`src/hdl/grle_pkg.sv`:
```
// Shared constants, types and helper functions for the grid reference letter encoder.
package grle_pkg;

   localparam int unsigned EastWidth    = 30;
   localparam int unsigned NorthWidth   = 31;
   localparam int unsigned PrecWidth    = 5;
   localparam int unsigned DigitWidth   = 27;
   localparam int unsigned LetterWidth  = 7;
   localparam int unsigned PadWidth     = 4;
   localparam int unsigned RecipWidth   = 28;
   localparam int unsigned ProductWidth = DigitWidth + RecipWidth;

   // One 100 km square and the largest coordinates that are still encoded, in millimetres.
   localparam logic [31:0] SquareMm   = 32'd100000000;
   localparam logic [31:0] MaxEastMm  = 32'd700000000;
   localparam logic [31:0] MaxNorthMm = 32'd1300000000;

   localparam int unsigned EastSquares  = 7;
   localparam int unsigned NorthSquares = 13;

   localparam logic [4:0] MaxPrecision = 5'd16;
   localparam logic [6:0] LetterA      = 7'd65;
   localparam logic [4:0] LetterIIndex = 5'd8;

   typedef enum logic [1:0] {
      STATUS_OK            = 2'd0,
      STATUS_BAD_PRECISION = 2'd1,
      STATUS_OUT_OF_RANGE  = 2'd2
   } status_type;

   // Reciprocal of 10^k for an exact quotient of any 27-bit value:
   // q = (r * M) >> S with S = 27 + ceil(log2(10^k)) and M = ceil(2^S / 10^k).
   function automatic logic [RecipWidth-1:0] recip_mult(input logic [2:0] k);
      logic [RecipWidth-1:0] m;
      begin
         case (k)
            3'd0:    m = 28'd134217728;
            3'd1:    m = 28'd214748365;
            3'd2:    m = 28'd171798692;
            3'd3:    m = 28'd137438954;
            3'd4:    m = 28'd219902326;
            3'd5:    m = 28'd175921861;
            3'd6:    m = 28'd140737489;
            3'd7:    m = 28'd225179982;
            default: m = 28'd134217728;
         endcase
         return m;
      end
   endfunction

   function automatic logic [5:0] recip_shift(input logic [2:0] k);
      logic [5:0] s;
      begin
         case (k)
            3'd0:    s = 6'd27;
            3'd1:    s = 6'd31;
            3'd2:    s = 6'd34;
            3'd3:    s = 6'd37;
            3'd4:    s = 6'd41;
            3'd5:    s = 6'd44;
            3'd6:    s = 6'd47;
            3'd7:    s = 6'd51;
            default: s = 6'd27;
         endcase
         return s;
      end
   endfunction

   // Letter index to ASCII, stepping over the letter I.
   function automatic logic [LetterWidth-1:0] letter_code(input logic [4:0] idx);
      logic [4:0] adj;
      begin
         adj = (idx >= LetterIIndex) ? idx + 5'd1 : idx;
         return LetterA + LetterWidth'(adj);
      end
   endfunction

endpackage

```
`src/hdl/grle_if.sv`:
```
// Request and response channel interfaces of the grid reference letter encoder.
interface grle_req_if import grle_pkg::*; ();
   logic                  valid;
   logic                  ready;
   logic [EastWidth-1:0]  easting_mm;
   logic [NorthWidth-1:0] northing_mm;
   logic [PrecWidth-1:0]  precision;

   modport source (output valid, output easting_mm, output northing_mm, output precision,
                   input ready);
   modport sink   (input valid, input easting_mm, input northing_mm, input precision,
                   output ready);
endinterface

interface grle_rsp_if import grle_pkg::*; ();
   logic                   valid;
   logic                   ready;
   status_type             status;
   logic [LetterWidth-1:0] first_letter;
   logic [LetterWidth-1:0] second_letter;
   logic [DigitWidth-1:0]  east_digits;
   logic [DigitWidth-1:0]  north_digits;
   logic [PadWidth-1:0]    pad_width;

   modport source (output valid, output status, output first_letter, output second_letter,
                   output east_digits, output north_digits, output pad_width,
                   input ready);
   modport sink   (input valid, input status, input first_letter, input second_letter,
                   input east_digits, input north_digits, input pad_width,
                   output ready);
endinterface

```
`src/hdl/grid_reference_letter_encode.sv`:
```
// Top level of the grid reference letter encoder: a four-stage pipeline.
//
// Each request transaction carries an easting and a northing in millimetres and a total
// digit count; each one yields exactly one response transaction, in order. The block is a
// four-stage pipeline that takes one transaction per clock cycle while the response side
// does not stall, passing it through stages one to four in order. Stage one finds the
// 100 km square indices by comparing the coordinates against every square boundary in
// parallel and checks range and precision; stage two forms the offsets within the square
// and the two grid letters; stage three multiplies each offset by a fixed reciprocal of the
// selected power of ten (the widest logic in the design, 27 by 28 bits); stage four shifts
// out the truncated digits and registers the response. Every stage carries its own valid
// bit and loads whenever it is empty or the stage after it moves, so a stalled response
// holds while bubbles further up still fill. Coordinates beyond 700 km east or 1300 km north
// report an out-of-range status, which takes priority over a bad precision (zero, odd or
// above sixteen); any error status comes with all other response fields at zero.
module grid_reference_letter_encode
   import grle_pkg::*;
(
   input  logic        clock,
   input  logic        reset,
   grle_req_if.sink    req_ch,
   grle_rsp_if.source  rsp_ch
);

   // Stage one: square indices, status and digit scale.
   logic                  s1_valid_ff;
   status_type            s1_status_ff,  s1_status_in;
   logic [EastWidth-1:0]  s1_east_ff;
   logic [NorthWidth-1:0] s1_north_ff;
   logic [2:0]            s1_eq_ff,      s1_eq_in;
   logic [3:0]            s1_nq_ff,      s1_nq_in;
   logic [2:0]            s1_scale_ff,   s1_scale_in;
   logic [PadWidth-1:0]   s1_half_ff,    s1_half_in;

   // Stage two: offsets within the square and the letters.
   logic                   s2_valid_ff;
   status_type             s2_status_ff;
   logic [DigitWidth-1:0]  s2_rem_e_ff,  s2_rem_e_in;
   logic [DigitWidth-1:0]  s2_rem_n_ff,  s2_rem_n_in;
   logic [LetterWidth-1:0] s2_first_ff,  s2_first_in;
   logic [LetterWidth-1:0] s2_second_ff, s2_second_in;
   logic [2:0]             s2_scale_ff;
   logic [PadWidth-1:0]    s2_half_ff;

   // Stage three: reciprocal products.
   logic                    s3_valid_ff;
   status_type              s3_status_ff;
   logic [ProductWidth-1:0] s3_prod_e_ff, s3_prod_e_in;
   logic [ProductWidth-1:0] s3_prod_n_ff, s3_prod_n_in;
   logic [LetterWidth-1:0]  s3_first_ff;
   logic [LetterWidth-1:0]  s3_second_ff;
   logic [2:0]              s3_scale_ff;
   logic [PadWidth-1:0]     s3_half_ff;

   // Stage four: the response register.
   logic                   s4_valid_ff;
   status_type             s4_status_ff, s4_status_in;
   logic [LetterWidth-1:0] s4_first_ff,  s4_first_in;
   logic [LetterWidth-1:0] s4_second_ff, s4_second_in;
   logic [DigitWidth-1:0]  s4_east_ff,   s4_east_in;
   logic [DigitWidth-1:0]  s4_north_ff,  s4_north_in;
   logic [PadWidth-1:0]    s4_pad_ff,    s4_pad_in;

   logic s1_ready, s2_ready, s3_ready, s4_ready;

   // A stage loads when it is empty or its contents move on in the same cycle.
   assign s4_ready = !s4_valid_ff || rsp_ch.ready;
   assign s3_ready = !s3_valid_ff || s4_ready;
   assign s2_ready = !s2_valid_ff || s3_ready;
   assign s1_ready = !s1_valid_ff || s2_ready;

   assign req_ch.ready = s1_ready;

   // ---------------------------------------------------------------- stage one
   always_comb begin
      logic [PrecWidth-1:0] prec;
      prec     = req_ch.precision;
      s1_eq_in = 3'd0;
      s1_nq_in = 4'd0;
      // Boundaries are monotonic, so the last one passed gives the square index.
      for (int i = 1; i <= EastSquares; i++) begin
         if (32'(req_ch.easting_mm) >= SquareMm * 32'(i)) begin
            s1_eq_in = 3'(i);
         end
      end
      for (int i = 1; i <= NorthSquares; i++) begin
         if (32'(req_ch.northing_mm) >= SquareMm * 32'(i)) begin
            s1_nq_in = 4'(i);
         end
      end

      s1_half_in  = prec[4:1];
      s1_scale_in = 3'(4'd8 - prec[4:1]);

      if (32'(req_ch.easting_mm) > MaxEastMm || 32'(req_ch.northing_mm) > MaxNorthMm) begin
         s1_status_in = STATUS_OUT_OF_RANGE;
      end else if (prec == 5'd0 || prec[0] || prec > MaxPrecision) begin
         s1_status_in = STATUS_BAD_PRECISION;
      end else begin
         s1_status_in = STATUS_OK;
      end
   end

   // ---------------------------------------------------------------- stage two
   always_comb begin
      logic [4:0] row_base;
      logic [2:0] row_mod;
      logic [1:0] col_step;
      logic [2:0] col_mod;
      logic [4:0] idx_first;
      logic [4:0] idx_second;

      s2_rem_e_in = DigitWidth'(32'(s1_east_ff) - 32'(s1_eq_ff) * SquareMm);
      s2_rem_n_in = DigitWidth'(32'(s1_north_ff) - 32'(s1_nq_ff) * SquareMm);

      // The northern index counts down from the top row of the 500 km grid: the 500 km
      // row and the position within it come from which band of five squares it lies in.
      if (s1_nq_ff < 4'd5) begin
         row_base = 5'd15;
         row_mod  = 3'(4'd4 - s1_nq_ff);
      end else if (s1_nq_ff < 4'd10) begin
         row_base = 5'd10;
         row_mod  = 3'(4'd9 - s1_nq_ff);
      end else begin
         row_base = 5'd5;
         row_mod  = 3'(4'd14 - s1_nq_ff);
      end

      if (s1_eq_ff < 3'd5) begin
         col_step = 2'd2;
         col_mod  = s1_eq_ff;
      end else begin
         col_step = 2'd3;
         col_mod  = s1_eq_ff - 3'd5;
      end

      idx_first    = row_base + 5'(col_step);
      idx_second   = (5'(row_mod) << 2) + 5'(row_mod) + 5'(col_mod);
      s2_first_in  = letter_code(idx_first);
      s2_second_in = letter_code(idx_second);
   end

   // -------------------------------------------------------------- stage three
   always_comb begin
      s3_prod_e_in = ProductWidth'(s2_rem_e_ff) * ProductWidth'(recip_mult(s2_scale_ff));
      s3_prod_n_in = ProductWidth'(s2_rem_n_ff) * ProductWidth'(recip_mult(s2_scale_ff));
   end

   // --------------------------------------------------------------- stage four
   always_comb begin
      logic [5:0] shift;
      shift        = recip_shift(s3_scale_ff);
      s4_status_in = s3_status_ff;
      if (s3_status_ff == STATUS_OK) begin
         s4_first_in  = s3_first_ff;
         s4_second_in = s3_second_ff;
         s4_east_in   = DigitWidth'(s3_prod_e_ff >> shift);
         s4_north_in  = DigitWidth'(s3_prod_n_ff >> shift);
         s4_pad_in    = s3_half_ff;
      end else begin
         s4_first_in  = '0;
         s4_second_in = '0;
         s4_east_in   = '0;
         s4_north_in  = '0;
         s4_pad_in    = '0;
      end
   end

   // ------------------------------------------------------------ valid bits
   always_ff @(posedge clock) begin
      if (reset) begin
         s1_valid_ff <= 1'b0;
         s2_valid_ff <= 1'b0;
         s3_valid_ff <= 1'b0;
         s4_valid_ff <= 1'b0;
      end else begin
         if (s1_ready) begin
            s1_valid_ff <= req_ch.valid;
         end
         if (s2_ready) begin
            s2_valid_ff <= s1_valid_ff;
         end
         if (s3_ready) begin
            s3_valid_ff <= s2_valid_ff;
         end
         if (s4_ready) begin
            s4_valid_ff <= s3_valid_ff;
         end
      end
   end

   // ------------------------------------------------------------- payload
   always_ff @(posedge clock) begin
      if (s1_ready) begin
         s1_status_ff <= s1_status_in;
         s1_east_ff   <= req_ch.easting_mm;
         s1_north_ff  <= req_ch.northing_mm;
         s1_eq_ff     <= s1_eq_in;
         s1_nq_ff     <= s1_nq_in;
         s1_scale_ff  <= s1_scale_in;
         s1_half_ff   <= s1_half_in;
      end
      if (s2_ready) begin
         s2_status_ff <= s1_status_ff;
         s2_rem_e_ff  <= s2_rem_e_in;
         s2_rem_n_ff  <= s2_rem_n_in;
         s2_first_ff  <= s2_first_in;
         s2_second_ff <= s2_second_in;
         s2_scale_ff  <= s1_scale_ff;
         s2_half_ff   <= s1_half_ff;
      end
      if (s3_ready) begin
         s3_status_ff <= s2_status_ff;
         s3_prod_e_ff <= s3_prod_e_in;
         s3_prod_n_ff <= s3_prod_n_in;
         s3_first_ff  <= s2_first_ff;
         s3_second_ff <= s2_second_ff;
         s3_scale_ff  <= s2_scale_ff;
         s3_half_ff   <= s2_half_ff;
      end
      if (s4_ready) begin
         s4_status_ff <= s4_status_in;
         s4_first_ff  <= s4_first_in;
         s4_second_ff <= s4_second_in;
         s4_east_ff   <= s4_east_in;
         s4_north_ff  <= s4_north_in;
         s4_pad_ff    <= s4_pad_in;
      end
   end

   assign rsp_ch.valid         = s4_valid_ff;
   assign rsp_ch.status        = s4_status_ff;
   assign rsp_ch.first_letter  = s4_first_ff;
   assign rsp_ch.second_letter = s4_second_ff;
   assign rsp_ch.east_digits   = s4_east_ff;
   assign rsp_ch.north_digits  = s4_north_ff;
   assign rsp_ch.pad_width     = s4_pad_ff;

   // ------------------------------------------------------------ assertions

   // An error response carries nothing but its status.
   assert property (@(posedge clock) disable iff (reset)
      (rsp_ch.valid && rsp_ch.status != STATUS_OK) |->
         (rsp_ch.first_letter == '0 && rsp_ch.second_letter == '0 &&
          rsp_ch.east_digits == '0 && rsp_ch.north_digits == '0 && rsp_ch.pad_width == '0))
      else $error("error response with nonzero fields");

   // A good response has a digit count of one to eight and never the letter I.
   assert property (@(posedge clock) disable iff (reset)
      (rsp_ch.valid && rsp_ch.status == STATUS_OK) |->
         (rsp_ch.pad_width != '0 && rsp_ch.pad_width <= 4'd8 &&
          rsp_ch.first_letter != LetterA + 7'(LetterIIndex) &&
          rsp_ch.second_letter != LetterA + 7'(LetterIIndex)))
      else $error("good response with bad digit count or letter I");

   // The request side only stalls when every stage holds a transaction.
   assert property (@(posedge clock) disable iff (reset)
      !req_ch.ready |-> (s1_valid_ff && s2_valid_ff && s3_valid_ff && s4_valid_ff))
      else $error("request stalled while the pipeline has a bubble");

   // A response that was not taken is still there in the next cycle.
   assert property (@(posedge clock) disable iff (reset)
      (s4_valid_ff && !rsp_ch.ready) |=> (s4_valid_ff && $stable(s4_east_ff)))
      else $error("stalled response lost or changed");

endmodule
```
`src/flat_wrapper.sv`:
```
// flat-port wrapper written by rule: the top's interface ports become plain ports
module grid_reference_letter_encode_flat import grle_pkg::*;
  (clock, reset, req_ch_valid, req_ch_easting_mm, req_ch_northing_mm, req_ch_precision, req_ch_ready, rsp_ch_valid, rsp_ch_status, rsp_ch_first_letter, rsp_ch_second_letter, rsp_ch_east_digits, rsp_ch_north_digits, rsp_ch_pad_width, rsp_ch_ready);
  grle_req_if req_ch_i ();
  grle_rsp_if rsp_ch_i ();
  input  logic clock;
  input  logic reset;
  input wire logic [$bits(req_ch_i.valid)-1:0] req_ch_valid;
  input wire logic [$bits(req_ch_i.easting_mm)-1:0] req_ch_easting_mm;
  input wire logic [$bits(req_ch_i.northing_mm)-1:0] req_ch_northing_mm;
  input wire logic [$bits(req_ch_i.precision)-1:0] req_ch_precision;
  output wire logic [$bits(req_ch_i.ready)-1:0] req_ch_ready;
  output wire logic [$bits(rsp_ch_i.valid)-1:0] rsp_ch_valid;
  output wire logic [$bits(rsp_ch_i.status)-1:0] rsp_ch_status;
  output wire logic [$bits(rsp_ch_i.first_letter)-1:0] rsp_ch_first_letter;
  output wire logic [$bits(rsp_ch_i.second_letter)-1:0] rsp_ch_second_letter;
  output wire logic [$bits(rsp_ch_i.east_digits)-1:0] rsp_ch_east_digits;
  output wire logic [$bits(rsp_ch_i.north_digits)-1:0] rsp_ch_north_digits;
  output wire logic [$bits(rsp_ch_i.pad_width)-1:0] rsp_ch_pad_width;
  input wire logic [$bits(rsp_ch_i.ready)-1:0] rsp_ch_ready;
  assign req_ch_i.valid = req_ch_valid;
  assign req_ch_i.easting_mm = req_ch_easting_mm;
  assign req_ch_i.northing_mm = req_ch_northing_mm;
  assign req_ch_i.precision = req_ch_precision;
  assign req_ch_ready = req_ch_i.ready;
  assign rsp_ch_valid = rsp_ch_i.valid;
  assign rsp_ch_status = rsp_ch_i.status;
  assign rsp_ch_first_letter = rsp_ch_i.first_letter;
  assign rsp_ch_second_letter = rsp_ch_i.second_letter;
  assign rsp_ch_east_digits = rsp_ch_i.east_digits;
  assign rsp_ch_north_digits = rsp_ch_i.north_digits;
  assign rsp_ch_pad_width = rsp_ch_i.pad_width;
  assign rsp_ch_i.ready = rsp_ch_ready;
  grid_reference_letter_encode u_core (.clock(clock), .reset(reset), .req_ch(req_ch_i), .rsp_ch(rsp_ch_i));
endmodule
```
`config.mk`:
```
export PLATFORM = sky130hd
export DESIGN_NAME = grid_reference_letter_encode_flat
export DESIGN_NICKNAME = d
export VERILOG_FILES = /design/src/hdl/grle_pkg.sv /design/src/hdl/grle_if.sv /design/src/hdl/grid_reference_letter_encode.sv /design/src/flat_wrapper.sv
export SDC_FILE = /design/constraint.sdc
export NUM_CORES = 2
export LEC_CHECK = 0
export BUFFER_PORTS_ARGS = -buffer_cell sky130_fd_sc_hd__buf_2
export CORE_MARGIN = 2
export CORE_UTILIZATION = 40
export DETAILED_ROUTE_END_ITERATION = 7
export PLACE_DENSITY = 0.62
export REMOVE_ABC_BUFFERS = 1
export SYNTH_ARGS = -nofsm -noshare
export SYNTH_HDL_FRONTEND = slang
export SYNTH_SLANG_ARGS = --single-unit
```
`constraint.sdc`:
```
create_clock -name clock -period 9.2 [get_ports clock]
set_input_delay 1.84 -clock clock [delete_from_list [all_inputs] [get_ports clock]]
set_output_delay 1.84 -clock clock [all_outputs]
set_load 0.1 [all_outputs]
```
==> results.txt <==
sequential cell area fraction in the yosys report -> 15.8%
cell types with the largest area share after synthesis -> fa_1 (38%), edfxtp_1 (15%), inv_1 (8.7%), ha_1 (8.5%), nand2_1 (5.6%)
vertical die dimension -> 422 um
final-report hold violation count -> 0
Post-Synthesis Cells -> 7,388
most frequent cell after synthesis -> inv_1
layout cells sized above 1 -> 6.49%
setup repair after global routing missed its margin -> no
longest individual stage delay on the worst path -> 930 ps
leading post-synthesis cells by instance count -> inv_1 (1,613), fa_1 (1,313), nand2_1 (1,040)
headroom to the max-slew limit -> 14.0%
Starting DRT DRC Count -> 3,844
time the final worst path needs with I/O delays and setup -> 8160 ps
Layout area overhead -> 6.38%
number of buffers added to fix hold violations after cts -> 0
Slew Limit Fails -> 0
classification of the worst-slack hold path -> flop to flop
Cell Area, Synth -> 0.0699 sq mm
IO buf count -> 145
RD Place Congestion -> 0.954
total overflow reported by the global router -> 0
setup TNS after final layout -> 0 ps
overall track demand over capacity in global routing -> 23.0%
placement row count -> 153
data arrival time of the critical path -> 8540 ps
kind of launch point of the worst setup path -> flop
area enclosed by the die boundary -> 0.178 sq mm
floorplan die width -> 422 um
via count of the first global-routing pass -> 53,000
top cell type's share of synthesized area -> 37.6%
number of optimization iterations in the first detailed-route pass -> 6
clock tree from TritonCTS -> built
cell seen most often among critical-path stages -> fa_1
buffer and inverter count on the worst path -> 5
Yosys Warn Count -> 0
Syn Area/Cell -> 9.46 sq um
CTS root buffer -> clkbuf_16
post-synthesis sequential element count -> 379
number of antenna-violating nets in the routed design -> 0
placeable core region -> 0.174 sq mm
most area-hungry cell type in the Yosys netlist -> fa_1
via/cell ratio -> 5.23
number of buffers inserted to repair setup after CTS -> 0
post-DP HPWL -> 166,000 um
Final period util -> 88.7%
CP delay by family, top -> adder cells
I/O pin total -> 146
average detailed-routed wire length per instance -> 21.0 um
clock buffers created by TritonCTS -> 43
maximum buffer depth of the clock tree -> 3
TritonCTS Sinks -> 379
Initial Util -> 40.2%
sort of element at the end of the critical path -> flop
Fin Clk Skew -> 34.9 ps
library cell contributing the largest single delay on the critical path -> dfxtp_2
Least-Margin Pin Slew -> 1290 ps
type of the setup path with the least slack -> flop to flop
ys flop type -> edfxtp_1
proportion of register bits with asynchronous set or reset after synthesis -> 0%
Setup-failing EPs final -> 0
largest net degree at the start of global routing -> 111
required time at the worst-slack endpoint -> 9580 ps
total wirelength of the detailed-routed design -> 203,000 um
clock slew seen by the registers of the worst setup and hold paths -> 70 ps
net count reported at finish -> 9,145
final antenna diode count -> 0
Max-cap violations -> 0
Max Fanout on Critical Path -> 33
distinct cell type count of the synthesized netlist -> 87
number of levels in the clock H-tree -> 2
via count -> 50,400
first-pass GRT wire length -> 316,000 um
number of antenna violations at the first check in global routing -> 5
Post-CTS Resized -> 0
achievable clock frequency -> 123 MHz
post-route DRC violation count -> 0
outcome -> complete, no violations
worst-skew pair later-pin latency -> 640 ps
ordered cell list for the critical path -> nand2_1 -> fa_1 -> inv_1 -> fa_1 -> inv_1 -> fa_1 -> fa_1 -> inv_1 -> fa_1 -> fa_1 -> inv_1 -> fa_1 -> inv_1 -> ha_1 -> a21oi_1 -> nor2b_1 -> nor4_1 -> nand3_1 -> o211a_1 -> a31o_2 -> a31o_2 -> a21oi_1 -> o21ai_1 -> xor2_1
Post-synth EDFFs -> 346
## flip-flops by register name (all words and copies together), names as in the netlist, 4 cells and up, named ones only
| signal | cells |
|---|---|
| u_core.s3_prod_e_ff | 55 |
| u_core.s3_prod_n_ff | 55 |
| u_core.rsp_ch.east_digits | 27 |
| u_core.rsp_ch.north_digits | 27 |
| u_core.s1_east_ff | 27 |
| u_core.s1_north_ff | 27 |
| u_core.s2_rem_e_ff | 27 |
| u_core.s2_rem_n_ff | 27 |
| u_core.rsp_ch.second_letter | 7 |
| u_core.rsp_ch.first_letter | 6 |
| u_core.s2_first_ff | 6 |
| u_core.s2_second_ff | 6 |
| u_core.s3_first_ff | 6 |
| u_core.s3_second_ff | 6 |
| u_core.rsp_ch.pad_width | 4 |
| u_core.s1_half_ff | 4 |
| u_core.s1_nq_ff | 4 |
| u_core.s2_half_ff | 4 |
| u_core.s3_half_ff | 4 |
## logic make-up (layout without fill, tap and decap cells)
group,Yosys count,count (layout),share of synthesized area [%]
simple gates,2146,2146,14.5
flops,379,379,15.8
other cells,1,1,0.00536
buf+inv,2002,1934,10.8
compound gates,739,739,6.73
xor+xnor,155,155,1.94
mux,176,176,4.10
fa+ha+maj,1790,1790,46.1
## cell usage in the layout, fill, tap and decap left out, types with 38 or more instances in the layout
cell	instances
nand2_1	1038
buf_2	145
o21ai_0	176
xnor2_1	112
xor2_1	43
nor2_1	254
inv_1	1611
nor3_1	48
mux2i_1	76
nand3_1	55
and2_1	578
a211oi_1	38
edfxtp_1	346
a21oi_1	207
buf_4	88
clkbuf_16	45
mux4_2	87
a21o_1	77
fa_1	1313
ha_1	477
## per-layer routing
layer  vias up  routed length (um)  part of all wire (%)  track usage (%)
met5         -                  51                 0.025                0
met4         8                4360                   2.2             4.89
met3       237               19300                   9.5             5.89
met2      1964               89400                    44             35.5
met1     25600               89600                    44             32.6
li1      22600                   -                     -                -
## through the flow
stage	worst slack (ps)	instance area (sq um)	util, %	std cells	hold WS (ps)
2_1_floorplan	1700	68400	-	7002	400
3_3_place_gp	1270	72900	41.9	9565	402
3_5_place_dp	1150	72900	41.9	9565	405
4_1_cts	1140	74400	42.8	9645	413
5_1_grt	676	74400	42.8	9645	417
6_report	1040	74400	42.8	9645	416
## area by class of cell
cell class	instances	area, sq um
fillers	17100	99500
clock inverters	24	304
inverters	1616	6070
well taps	2325	2910
repair buffers	238	1490
clock buffers	56	1190
flip-flops and latches	379	11100
multi-input cells	5007	51300
## final timing paths
| path | depth (start not counted) | start | slack (ps) | to |
|---|---|---|---|---|
| max reg2reg | 24 | flop | 1040 | u_core.s3_prod_e_ff[53] |
| max | 24 | flop | 1040 | u_core.s3_prod_e_ff[53] |
| min reg2reg | 0 | u_core.s1_east_ff[3] | 420 | u_core.s2_rem_e_ff[3] |
| min | 0 | u_core.s1_east_ff[3] | 420 | u_core.s2_rem_e_ff[3] |
Power is not shown: default switching activity piles up to over one toggle a cycle in this logic, so the estimate is an artifact.
